--- src/hw/rtl/mcr_pkg.sv ---
// ----------------------------------------------------------------------------
// mcr_pkg
// Shared types and constants of the midpoint circle rasterizer: command
// codes, register indexes and the job record passed from front to back.
// ----------------------------------------------------------------------------
package mcr_pkg;

  localparam int MaxDimDefault = 1024;
  localparam int QueueDepth    = 2;

  localparam int CoordW = 10;
  localparam int LenW   = 11;
  localparam int ColorW = 8;
  localparam int CfgW   = 11;
  localparam int ErrW   = 13;
  localparam int IncW   = 12;

  // command codes on the mode field
  localparam logic ModeStart = 1'b0;
  localparam logic ModeStep  = 1'b1;

  // configuration register indexes
  localparam logic CfgCanvasW = 1'b0;
  localparam logic CfgCanvasH = 1'b1;

  localparam logic [CfgW-1:0] CanvasReset = CfgW'(512);

  typedef enum logic [1:0] {
    JobReject,
    JobStart,
    JobStep
  } job_kind_e;

  // one classified item, ready to be expanded into results
  typedef struct packed {
    job_kind_e          kind;
    logic               fill;
    logic               fin;
    logic [CoordW-1:0]  cx;
    logic [CoordW-1:0]  cy;
    logic [CoordW-1:0]  a;
    logic [CoordW-1:0]  b;
    logic [ColorW-1:0]  color;
  } job_t;

endpackage

--- src/hw/rtl/midpoint_circle_raster.sv ---
// ----------------------------------------------------------------------------
// midpoint_circle_raster
// Command-driven midpoint circle rasterizer: a front stage classifies and
// iterates, a job queue decouples it from a back stage that emits results.
// ----------------------------------------------------------------------------
// the first result of an item passes through the job queue and output register
// throughput: one result per cycle while out_ready_i allows; an outline step
//   gives 8 results, an outline start or fill step 4, a fill start or a
//   rejection 1; the front takes an item per cycle while the queue has room
// reset: idle, no circle in progress, canvas 512 by 512, no clearing pass
// ----------------------------------------------------------------------------
module midpoint_circle_raster import mcr_pkg::*; #(
  parameter int MAX_DIM = MaxDimDefault
) (
  input  logic              clk_i,
  input  logic              rst_ni,
  input  logic              cfg_we_i,
  input  logic              cfg_idx_i,
  input  logic [CfgW-1:0]   cfg_data_i,
  input  logic              in_valid_i,
  output logic              in_ready_o,
  input  logic              mode_i,
  input  logic [CoordW-1:0] center_x_i,
  input  logic [CoordW-1:0] center_y_i,
  input  logic [CoordW-1:0] radius_i,
  input  logic              fill_i,
  input  logic [ColorW-1:0] color_i,
  output logic              out_valid_o,
  input  logic              out_ready_i,
  output logic [CoordW-1:0] pix_x_o,
  output logic [CoordW-1:0] pix_y_o,
  output logic [LenW-1:0]   span_len_o,
  output logic [ColorW-1:0] pix_color_o,
  output logic              last_o,
  output logic              finished_o,
  output logic              rejected_o
);

  logic q_full, push, q_valid, pop;
  job_t push_job, head_job;

  mcr_front #(
    .MaxDim (MAX_DIM)
  ) u_front (
    .clk_i      (clk_i),
    .rst_ni     (rst_ni),
    .cfg_we_i   (cfg_we_i),
    .cfg_idx_i  (cfg_idx_i),
    .cfg_data_i (cfg_data_i),
    .in_valid_i (in_valid_i),
    .in_ready_o (in_ready_o),
    .mode_i     (mode_i),
    .center_x_i (center_x_i),
    .center_y_i (center_y_i),
    .radius_i   (radius_i),
    .fill_i     (fill_i),
    .color_i    (color_i),
    .q_full_i   (q_full),
    .push_o     (push),
    .job_o      (push_job)
  );

  mcr_queue #(
    .Depth (QueueDepth)
  ) u_queue (
    .clk_i   (clk_i),
    .rst_ni  (rst_ni),
    .push_i  (push),
    .data_i  (push_job),
    .full_o  (q_full),
    .valid_o (q_valid),
    .data_o  (head_job),
    .pop_i   (pop)
  );

  mcr_back u_back (
    .clk_i       (clk_i),
    .rst_ni      (rst_ni),
    .job_valid_i (q_valid),
    .job_i       (head_job),
    .pop_o       (pop),
    .out_valid_o (out_valid_o),
    .out_ready_i (out_ready_i),
    .pix_x_o     (pix_x_o),
    .pix_y_o     (pix_y_o),
    .span_len_o  (span_len_o),
    .pix_color_o (pix_color_o),
    .last_o      (last_o),
    .finished_o  (finished_o),
    .rejected_o  (rejected_o)
  );

endmodule

--- src/hw/rtl/mcr_front.sv ---
// ----------------------------------------------------------------------------
// mcr_front
// Accepts commands, checks starts against the canvas, runs the midpoint
// iteration and hands one job per item to the queue.
// ----------------------------------------------------------------------------
module mcr_front import mcr_pkg::*; #(
  parameter int MaxDim = MaxDimDefault
) (
  input  logic              clk_i,
  input  logic              rst_ni,
  input  logic              cfg_we_i,
  input  logic              cfg_idx_i,
  input  logic [CfgW-1:0]   cfg_data_i,
  input  logic              in_valid_i,
  output logic              in_ready_o,
  input  logic              mode_i,
  input  logic [CoordW-1:0] center_x_i,
  input  logic [CoordW-1:0] center_y_i,
  input  logic [CoordW-1:0] radius_i,
  input  logic              fill_i,
  input  logic [ColorW-1:0] color_i,
  input  logic              q_full_i,
  output logic              push_o,
  output job_t              job_o
);

  localparam logic [13:0] DimLimit = 14'(MaxDim);

  logic [CfgW-1:0]   canvas_w_q, canvas_h_q;
  logic [CoordW-1:0] cx_q, cx_d, cy_q, cy_d;
  logic [CoordW-1:0] a_q, a_d, b_q, b_d;
  logic signed [ErrW-1:0] err_q, err_d;
  logic [IncW-1:0]        inc_x_q, inc_x_d;
  logic signed [IncW-1:0] inc_y_q, inc_y_d;
  logic              fill_q, fill_d;
  logic [ColorW-1:0] color_q, color_d;
  logic              busy_q, busy_d;

  logic [13:0] w_ext, h_ext, w_cap, h_cap, x_ext, y_ext, r_ext;
  logic        bad_start, accept;

  logic                   err_ge0;
  logic [CoordW-1:0]      b_step, a_step;
  logic signed [IncW-1:0] inc_y_step;
  logic [IncW-1:0]        inc_x_step;
  logic signed [ErrW-1:0] err_mid, err_step;

  assign in_ready_o = !q_full_i;
  assign accept     = in_valid_i && in_ready_o;
  assign push_o     = accept;

  always_ff @(posedge clk_i or negedge rst_ni) begin
    if (!rst_ni) begin
      canvas_w_q <= CanvasReset;
      canvas_h_q <= CanvasReset;
    end else if (cfg_we_i) begin
      unique case (cfg_idx_i)
        CfgCanvasW: canvas_w_q <= cfg_data_i;
        CfgCanvasH: canvas_h_q <= cfg_data_i;
        default:    canvas_w_q <= canvas_w_q;
      endcase
    end
  end

  // start bounds check against the capped canvas
  assign w_ext = {3'b000, canvas_w_q};
  assign h_ext = {3'b000, canvas_h_q};
  assign w_cap = (w_ext > DimLimit) ? DimLimit : w_ext;
  assign h_cap = (h_ext > DimLimit) ? DimLimit : h_ext;
  assign x_ext = {4'b0000, center_x_i};
  assign y_ext = {4'b0000, center_y_i};
  assign r_ext = {4'b0000, radius_i};

  assign bad_start = (x_ext >= w_cap) || (y_ext >= h_cap) ||
                     ((x_ext + r_ext) >= w_cap) || ((y_ext + r_ext) >= h_cap) ||
                     (x_ext < r_ext) || (y_ext < r_ext);

  // one midpoint iteration
  assign err_ge0    = !err_q[ErrW-1];
  assign b_step     = err_ge0 ? (b_q - CoordW'(1)) : b_q;
  assign inc_y_step = err_ge0 ? (inc_y_q + IncW'(2)) : inc_y_q;
  assign err_mid    = err_ge0 ? (err_q + ErrW'(inc_y_step)) : err_q;
  assign a_step     = a_q + CoordW'(1);
  assign inc_x_step = inc_x_q + IncW'(2);
  assign err_step   = err_mid + $signed({1'b0, inc_x_step});

  always_comb begin
    cx_d    = cx_q;
    cy_d    = cy_q;
    a_d     = a_q;
    b_d     = b_q;
    err_d   = err_q;
    inc_x_d = inc_x_q;
    inc_y_d = inc_y_q;
    fill_d  = fill_q;
    color_d = color_q;
    busy_d  = busy_q;

    job_o       = '0;
    job_o.kind  = JobReject;

    unique case (mode_i)
      ModeStart: begin
        if (bad_start) begin
          busy_d = 1'b0;
        end else begin
          cx_d    = center_x_i;
          cy_d    = center_y_i;
          a_d     = '0;
          b_d     = radius_i;
          err_d   = ErrW'(1) - $signed({3'b000, radius_i});
          inc_x_d = IncW'(1);
          inc_y_d = IncW'(0) - $signed({1'b0, radius_i, 1'b0});
          fill_d  = fill_i;
          color_d = color_i;
          busy_d  = (radius_i != '0);

          job_o.kind  = JobStart;
          job_o.fill  = fill_i;
          job_o.fin   = (radius_i == '0);
          job_o.cx    = center_x_i;
          job_o.cy    = center_y_i;
          job_o.a     = '0;
          job_o.b     = radius_i;
          job_o.color = color_i;
        end
      end
      ModeStep: begin
        if (busy_q) begin
          a_d     = a_step;
          b_d     = b_step;
          err_d   = err_step;
          inc_x_d = inc_x_step;
          inc_y_d = inc_y_step;
          busy_d  = (a_step < b_step);

          job_o.kind  = JobStep;
          job_o.fill  = fill_q;
          job_o.fin   = !(a_step < b_step);
          job_o.cx    = cx_q;
          job_o.cy    = cy_q;
          job_o.a     = a_step;
          job_o.b     = b_step;
          job_o.color = color_q;
        end
      end
      default: begin
        busy_d = busy_q;
      end
    endcase
  end

  always_ff @(posedge clk_i or negedge rst_ni) begin
    if (!rst_ni) begin
      cx_q    <= '0;
      cy_q    <= '0;
      a_q     <= '0;
      b_q     <= '0;
      err_q   <= '0;
      inc_x_q <= '0;
      inc_y_q <= '0;
      fill_q  <= 1'b0;
      color_q <= '0;
      busy_q  <= 1'b0;
    end else if (accept) begin
      cx_q    <= cx_d;
      cy_q    <= cy_d;
      a_q     <= a_d;
      b_q     <= b_d;
      err_q   <= err_d;
      inc_x_q <= inc_x_d;
      inc_y_q <= inc_y_d;
      fill_q  <= fill_d;
      color_q <= color_d;
      busy_q  <= busy_d;
    end
  end

endmodule

--- src/hw/rtl/mcr_queue.sv ---
// ----------------------------------------------------------------------------
// mcr_queue
// Short job queue between front and back, a circular buffer.
// ----------------------------------------------------------------------------
module mcr_queue import mcr_pkg::*; #(
  parameter int Depth = QueueDepth
) (
  input  logic clk_i,
  input  logic rst_ni,
  input  logic push_i,
  input  job_t data_i,
  output logic full_o,
  output logic valid_o,
  output job_t data_o,
  input  logic pop_i
);

  localparam int PtrW = (Depth > 1) ? $clog2(Depth) : 1;
  localparam int CntW = $clog2(Depth + 1);

  job_t            mem_q [Depth];
  logic [PtrW-1:0] wr_q, rd_q;
  logic [CntW-1:0] cnt_q;
  logic            do_pop;

  assign full_o  = (cnt_q == CntW'(Depth));
  assign valid_o = (cnt_q != '0);
  assign data_o  = mem_q[rd_q];
  assign do_pop  = pop_i && valid_o;

  always_ff @(posedge clk_i) begin
    if (push_i) begin
      mem_q[wr_q] <= data_i;
    end
  end

  always_ff @(posedge clk_i or negedge rst_ni) begin
    if (!rst_ni) begin
      wr_q  <= '0;
      rd_q  <= '0;
      cnt_q <= '0;
    end else begin
      if (push_i) begin
        wr_q <= (wr_q == PtrW'(Depth - 1)) ? '0 : wr_q + PtrW'(1);
      end
      if (do_pop) begin
        rd_q <= (rd_q == PtrW'(Depth - 1)) ? '0 : rd_q + PtrW'(1);
      end
      unique case ({push_i, do_pop})
        2'b10:   cnt_q <= cnt_q + CntW'(1);
        2'b01:   cnt_q <= cnt_q - CntW'(1);
        default: cnt_q <= cnt_q;
      endcase
    end
  end

endmodule

--- src/hw/rtl/mcr_back.sv ---
// ----------------------------------------------------------------------------
// mcr_back
// Expands the job at the queue head into its points or spans, one result
// per cycle into the output register whenever it is empty or being read out.
// ----------------------------------------------------------------------------
module mcr_back import mcr_pkg::*; (
  input  logic              clk_i,
  input  logic              rst_ni,
  input  logic              job_valid_i,
  input  job_t              job_i,
  output logic              pop_o,
  output logic              out_valid_o,
  input  logic              out_ready_i,
  output logic [CoordW-1:0] pix_x_o,
  output logic [CoordW-1:0] pix_y_o,
  output logic [LenW-1:0]   span_len_o,
  output logic [ColorW-1:0] pix_color_o,
  output logic              last_o,
  output logic              finished_o,
  output logic              rejected_o
);

  logic [2:0]        k_q;
  logic [2:0]        last_idx;
  logic              is_last, load;
  logic [CoordW-1:0] px, py;
  logic [LenW-1:0]   len;
  logic              rej;
  logic [CoordW-1:0] cx, cy, a, b;
  logic [LenW-1:0]   two_a, two_b;

  logic              out_valid_q;
  logic [CoordW-1:0] pix_x_q, pix_y_q;
  logic [LenW-1:0]   span_len_q;
  logic [ColorW-1:0] pix_color_q;
  logic              last_q, finished_q, rejected_q;

  assign cx    = job_i.cx;
  assign cy    = job_i.cy;
  assign a     = job_i.a;
  assign b     = job_i.b;
  assign two_a = {a, 1'b0};
  assign two_b = {b, 1'b0};

  always_comb begin
    px       = '0;
    py       = '0;
    len      = '0;
    rej      = 1'b0;
    last_idx = 3'd0;
    unique case (job_i.kind)
      JobStart: begin
        if (job_i.fill) begin
          px  = cx;
          py  = cy - b;
          len = two_b;
        end else begin
          last_idx = 3'd3;
          len      = LenW'(1);
          unique case (k_q[1:0])
            2'd0: begin px = cx;     py = cy + b; end
            2'd1: begin px = cx;     py = cy - b; end
            2'd2: begin px = cx + b; py = cy;     end
            2'd3: begin px = cx - b; py = cy;     end
            default: begin px = cx;  py = cy;     end
          endcase
        end
      end
      JobStep: begin
        if (job_i.fill) begin
          last_idx = 3'd3;
          unique case (k_q[1:0])
            2'd0: begin px = cx + a; py = cy - b; len = two_b; end
            2'd1: begin px = cx + b; py = cy - a; len = two_a; end
            2'd2: begin px = cx - a; py = cy - b; len = two_b; end
            2'd3: begin px = cx - b; py = cy - a; len = two_a; end
            default: begin px = cx;  py = cy;     len = '0;    end
          endcase
        end else begin
          last_idx = 3'd7;
          len      = LenW'(1);
          unique case (k_q)
            3'd0: begin px = cx + a; py = cy + b; end
            3'd1: begin px = cx - a; py = cy + b; end
            3'd2: begin px = cx + a; py = cy - b; end
            3'd3: begin px = cx - a; py = cy - b; end
            3'd4: begin px = cx + b; py = cy + a; end
            3'd5: begin px = cx - b; py = cy + a; end
            3'd6: begin px = cx + b; py = cy - a; end
            3'd7: begin px = cx - b; py = cy - a; end
            default: begin px = cx;  py = cy;     end
          endcase
        end
      end
      default: begin
        rej = 1'b1;
      end
    endcase
  end

  assign is_last = (k_q == last_idx);
  assign load    = job_valid_i && (!out_valid_q || out_ready_i);
  assign pop_o   = load && is_last;

  always_ff @(posedge clk_i or negedge rst_ni) begin
    if (!rst_ni) begin
      k_q         <= '0;
      out_valid_q <= 1'b0;
    end else begin
      if (load) begin
        k_q <= is_last ? 3'd0 : k_q + 3'd1;
      end
      if (load) begin
        out_valid_q <= 1'b1;
      end else if (out_ready_i) begin
        out_valid_q <= 1'b0;
      end
    end
  end

  always_ff @(posedge clk_i) begin
    if (load) begin
      pix_x_q     <= px;
      pix_y_q     <= py;
      span_len_q  <= len;
      pix_color_q <= rej ? '0 : job_i.color;
      last_q      <= is_last;
      finished_q  <= rej ? 1'b0 : job_i.fin;
      rejected_q  <= rej;
    end
  end

  assign out_valid_o = out_valid_q;
  assign pix_x_o     = pix_x_q;
  assign pix_y_o     = pix_y_q;
  assign span_len_o  = span_len_q;
  assign pix_color_o = pix_color_q;
  assign last_o      = last_q;
  assign finished_o  = finished_q;
  assign rejected_o  = rejected_q;

  // result counter never runs past the job's last result
  a_k_in_range: assert property (@(posedge clk_i) disable iff (!rst_ni)
    job_valid_i |-> k_q <= last_idx)
    else $error("result index beyond job");

  // counter is parked at zero between jobs
  a_k_idle: assert property (@(posedge clk_i) disable iff (!rst_ni)
    !job_valid_i |-> k_q == 3'd0)
    else $error("result index not cleared");

  // the job leaves the queue with its final result, and the counter restarts
  a_pop_restart: assert property (@(posedge clk_i) disable iff (!rst_ni)
    pop_o |=> (k_q == 3'd0) && out_valid_q && last_q)
    else $error("job popped without final result");

  // a rejection is always a single, final result
  a_reject_last: assert property (@(posedge clk_i) disable iff (!rst_ni)
    (out_valid_q && rejected_q) |-> (last_q && !finished_q))
    else $error("rejected result not final");

endmodule

--- config.mk ---
export PLATFORM = sky130hd
export DESIGN_NAME = midpoint_circle_raster
export DESIGN_NICKNAME = d
export VERILOG_FILES = /design/src/hw/rtl/mcr_pkg.sv /design/src/hw/rtl/midpoint_circle_raster.sv /design/src/hw/rtl/mcr_front.sv /design/src/hw/rtl/mcr_queue.sv /design/src/hw/rtl/mcr_back.sv
export SDC_FILE = /design/constraint.sdc
export NUM_CORES = 1
export LEC_CHECK = 0
export ABC_AREA = 1
export BUFFER_PORTS_ARGS = -buffer_cell sky130_fd_sc_hd__clkbuf_2
export CORE_MARGIN = 10
export CORE_UTILIZATION = 49
export CTS_CLUSTER_SIZE = 20
export DETAILED_ROUTE_END_ITERATION = 10
export PLACE_DENSITY = 0.68
export SLEW_MARGIN = 20
export SYNTH_ARGS = -nofsm -noshare
export SYNTH_HDL_FRONTEND = slang
export SYNTH_SLANG_ARGS = --single-unit
export TNS_END_PERCENT = 1
--- constraint.sdc ---
create_clock -name clk_i -period 4.3 [get_ports clk_i]
set_input_delay 0.43 -clock clk_i [delete_from_list [all_inputs] [get_ports clk_i]]
set_output_delay 0.43 -clock clk_i [all_outputs]
set_load 0.02 [all_outputs]
==> impl_metrics.csv <==
group,metric,value,unit
logic_synthesis,syn_inst,2893,
logic_synthesis,yosys_warnings,0,
global_routing,grt.overflow.total,0,
sta,slew_headroom,26.9,%
clocking,root_buffer,"clkbuf_16",
sta,slew_violations,0,
sta,fmax,252,MHz
route,drc_errors,0,
clocking,clock_latency,0.60,ns
logic_synthesis,synthAdderAreaFrac,13.2,%
die,die_y,228,µm
power_and_ir_drop,p_leak,11.9,nW
placement,portBuffers,100,
die,rows,76,
critical_path,path_class,"reg2reg",
global_routing,grt_pass1_wl,107000,µm
critical_path,cp_slowest_stage_delay,0.42,ns
worst_hold_path,hp-class,"in2reg",
layout,drive_gt1_share,9.05,%
critical_path,r2r-start,"u_front.inc_y_q[1]$_DFFE_PN0P_",
route,firstDrtPassIters,5,
die,die_area,52200,µm²
power_and_ir_drop,p_per_area,859,nW/µm²
sta,fin_skew,0.0232,ns
critical_path,crit_top_cell,"nand2_1",
route,wl_per_cell,19.0,µm
critical_path,start_kind,"flop",
logic_synthesis,synth_xor_area_share,3.58,%
clocking,cts_made_buffers,30,
clocking,cts.path.max_buffers,3,
critical_path,cp_slowest_cell,"dfrtp_1",
sta,tns,0,ns
critical_path,rr_worst_depth,24,
route,routed_wl,68400,µm
layout,layout_common_cells,"nand2_1 (747), inv_1 (361), nand3_1 (264), o21ai_0 (225), ha_1 (204)",
route,ant_nets,0,
sta,worst_slew_pin_slew,1.09,ns
layout,final_common_cell,"nand2_1",
outcome,status,"complete, no violations",
clocking,clkTransAtPathRegs,0.06,ns
route,vias,20400,
clocking,cts_tree,"yes",
die,ios,101,
logic_synthesis,synth_top_family_by_area,"simple AND/OR/NAND/NOR gates",
logic_synthesis,syn-num-nets,3167,
layout,final_core_util,55.5,%
die,design.core.area,43000,µm²
global_routing,antenna_found_initial,0,
worst_hold_path,min_to,"u_back.out_valid_o$_DFFE_PN0P_",
logic_synthesis,yosys-top-cells-area,"edfxtp_1 (21%), dfrtp_1 (13%), nand2_1 (13%)",
layout,num_antenna_cells,0,
logic_synthesis,synth_compound_gate_area_share,12.7,%
sta,setup_viol,0,
sta,period_share,92.4,%
sta,rsz0062_at_grt,"true",
logic_synthesis,yosys.area.top_type,"edfxtp_1",
critical_path,crit_family,"simple AND/OR/NAND/NOR gates",
logic_synthesis,synth_area_per_cell,7.36,µm²
global_routing,grt_pass1_vias,19600,
logic_synthesis,synthArstFlopShare,44.3,%
logic_synthesis,ys.flop_type,"edfxtp_1",
global_routing,grt_max_degree,68,
critical_path,worstPathCellList,"inv_1 -> nor3_4 -> nand3_2 -> nor2_2 -> nand3_1 -> xnor2_1 -> ha_1 -> nand2_1 -> inv_1 -> a221oi_1 -> nand3_1 -> o21ai_0 -> a21oi_1 -> a21o_1 -> ha_1 -> a21oi_1 -> a21boi_0 -> nand2_1 -> nor2_1 -> nand4_1 -> nand3_1 -> nand2_1 -> nand4_1 -> nand2_1",
logic_synthesis,synth_top_area_share,20.6,%
logic_synthesis,syn_area,21300,µm²
layout,syn_to_final_growth,12.1,%
critical_path,r2r_slack,0.33,ns
die,start_util,49.5,%
placement,hpwlAfterDp,51900,µm
logic_synthesis,synth-edff-count,146,
critical_path,worst-path-max-fanout,5,
critical_path,reg2reg_to,"u_front.err_q[12]$_DFFE_PN0P_",
placement,gp_congestion,1.03,
sta,hold_viol,0,
logic_synthesis,synth_mux_area_share,0.141,%
route,drt_iter0_markers,1794,
critical_path,worstPathArrival,4.46,ns
clocking,clock_sinks,262,
logic_synthesis,synth.distinct_cells,54,
worst_hold_path,worstHoldStart,"out_ready_i",
sta,period_minus_slack,3.97,ns
critical_path,end_kind,"flop",
route,vias_per_cell,5.65,
logic_synthesis,ys_ff_latch,262,
power_and_ir_drop,vdd_ir_drop_max,0.370,mV
layout,final_nets,3267,
global_routing,track_usage,25.3,%
layout,stdcell_area,23900,µm²
logic_synthesis,yosysSeqAreaShare,34.2,%
die,die_w,228,µm
logic_synthesis,synth_simple_gate_area_share,27.5,%
run,cap_violations,0,
critical_path,path_buf_inv,2,
sta,timing.hold.ws,0.0352,ns
placement,placed_area,22700,µm²
clocking,cts_htree_levels,1,
critical_path,required,4.79,ns
worst_hold_path,hold_depth,2,
## cell usage after synthesis (3+ instances only)
| library cell | n |
|---|---|
| ha_1 | 205 |
| o21ai_0 | 225 |
| nand3_1 | 265 |
| o21bai_1 | 18 |
| nor2_1 | 187 |
| fa_1 | 12 |
| a22oi_1 | 5 |
| a21oi_1 | 155 |
| clkbuf_1 | 84 |
| o221ai_1 | 6 |
| buf_2 | 6 |
| buf_1 | 12 |
| a31oi_1 | 10 |
| nand2_1 | 747 |
| o31ai_1 | 6 |
| mux2i_1 | 3 |
| nor4_1 | 10 |
| nor3_1 | 23 |
| o22ai_1 | 6 |
| nor2_2 | 3 |
| xnor2_1 | 13 |
| a211oi_1 | 3 |
| o211ai_1 | 22 |
| inv_1 | 361 |
| xor2_1 | 74 |
| a21o_1 | 13 |
| nand3b_1 | 4 |
| edfxtp_1 | 146 |
| dfrtp_1 | 114 |
| nor3b_1 | 5 |
| nand4_1 | 90 |
| a221oi_1 | 6 |
| buf_6 | 6 |
| or2_2 | 23 |
## how the worst max path moves through the flow
stage | slack [ns] | cells after the start | end | startpoint
after floorplan | 0.27 | 9 | u_queue.cnt_q[1]$_DFFE_PN0P_ | u_back.out_valid_o$_DFFE_PN0P_
after detailed placement | -0.03 | 27 | u_queue.mem_q[0][38]$_DFFE_PP_ | radius_i[3]
after CTS | 0.16 | 28 | u_front.err_q[12]$_DFFE_PN0P_ | u_front.inc_y_q[1]$_DFFE_PN0P_
after global placement | 0.14 | 27 | u_queue.mem_q[0][7]$_DFFE_PP_ | radius_i[3]
after global routing | -0.009 | 25 | u_front.err_q[12]$_DFFE_PN0P_ | u_front.inc_y_q[1]$_DFFE_PN0P_
final | 0.33 | 24 | u_front.err_q[12]$_DFFE_PN0P_ | u_front.inc_y_q[1]$_DFFE_PN0P_
## power by group
part	switching [mW]	leakage (nW)	internal, mW	total [mW]
Sequential	0.449	2.91	3.65	4.10
Combinational	9.36	8.43	4.34	13.7
Clock	1.10	0.516	1.59	2.69
Total	10.9	11.9	9.58	20.5
## registers in the layout, indices dropped and copies added, names as in the netlist, 2 cells and up
register            flops
u_back.pix_y_o         10
u_front.color_q         8
u_queue.cnt_q           2
u_front.err_q          13
u_front.inc_y_q        11
u_front.b_q            10
u_back.span_len_o      11
u_front.canvas_w_q     11
u_front.canvas_h_q     11
u_front.cx_q           10
u_back.pix_x_o         10
u_front.inc_x_q        12
u_front.a_q            10
u_back.pix_color_o      8
u_front.cy_q           10
u_queue.mem_q         104
u_back.k_q              3
## logic make-up (layout without fill, tap and decap cells)
group	after synthesis	in the layout
simple gates	1362	1362
xor+xnor	87	87
buf+inv	475	599
compound gates	487	487
flops	262	262
fa+ha+maj	217	217
mux	3	3
## worst register-to-register path: stages (launching register included)
cell	delay, ns
dfrtp_1	0.42
inv_1	0.10
nor3_4	0.21
nand3_2	0.12
nor2_2	0.15
nand3_1	0.10
xnor2_1	0.20
ha_1	0.32
nand2_1	0.11
inv_1	0.04
a221oi_1	0.28
nand3_1	0.13
o21ai_0	0.16
a21oi_1	0.06
a21o_1	0.17
ha_1	0.33
a21oi_1	0.14
a21boi_0	0.19
nand2_1	0.07
nor2_1	0.13
nand4_1	0.11
nand3_1	0.09
nand2_1	0.06
nand4_1	0.10
nand2_1	0.06
## area by class of cell
class                   instances  area, µm²
clock buffers                  39        856
clock inverters                17        195
fillers                      4177      19100
inverters                     365       1370
multi-input cells            2156      12200
flip-flops and latches        262       7290
well taps                     585        732
repair buffers                178       1190
## per-layer routing
layer	track usage [%]	part of all wire, %	vias to the layer above
met5	0	0	-
met4	11.0	4.5	0
met3	3.30	6.3	182
met2	42.9	47	782
met1	31.8	42	9532
li1	-	-	9869
## stage by stage
stage | total power [mW] | setup slack (ns) | instances
finish | 20.5 | 0.328 | 3602
global route | 22.3 | -0.00856 | 3602
CTS | 20.3 | 0.159 | 3600
detailed placement | 17.5 | -0.0255 | 3543
global placement | 17.3 | 0.144 | 3543
floorplan | 13.5 | 0.270 | 2893
## repair_timing
| action | in CTS | in global routing |
|---|---|---|
| hold buffers | 1 | 0 |
| buffers inserted | 0 | 1 |
| resized for setup | 0 | 8 |
| hold endpoints to repair | 7 | 0 |
| setup endpoints to repair | 0 | 4 |
Note: power is estimated with default switching activity, not from simulation.
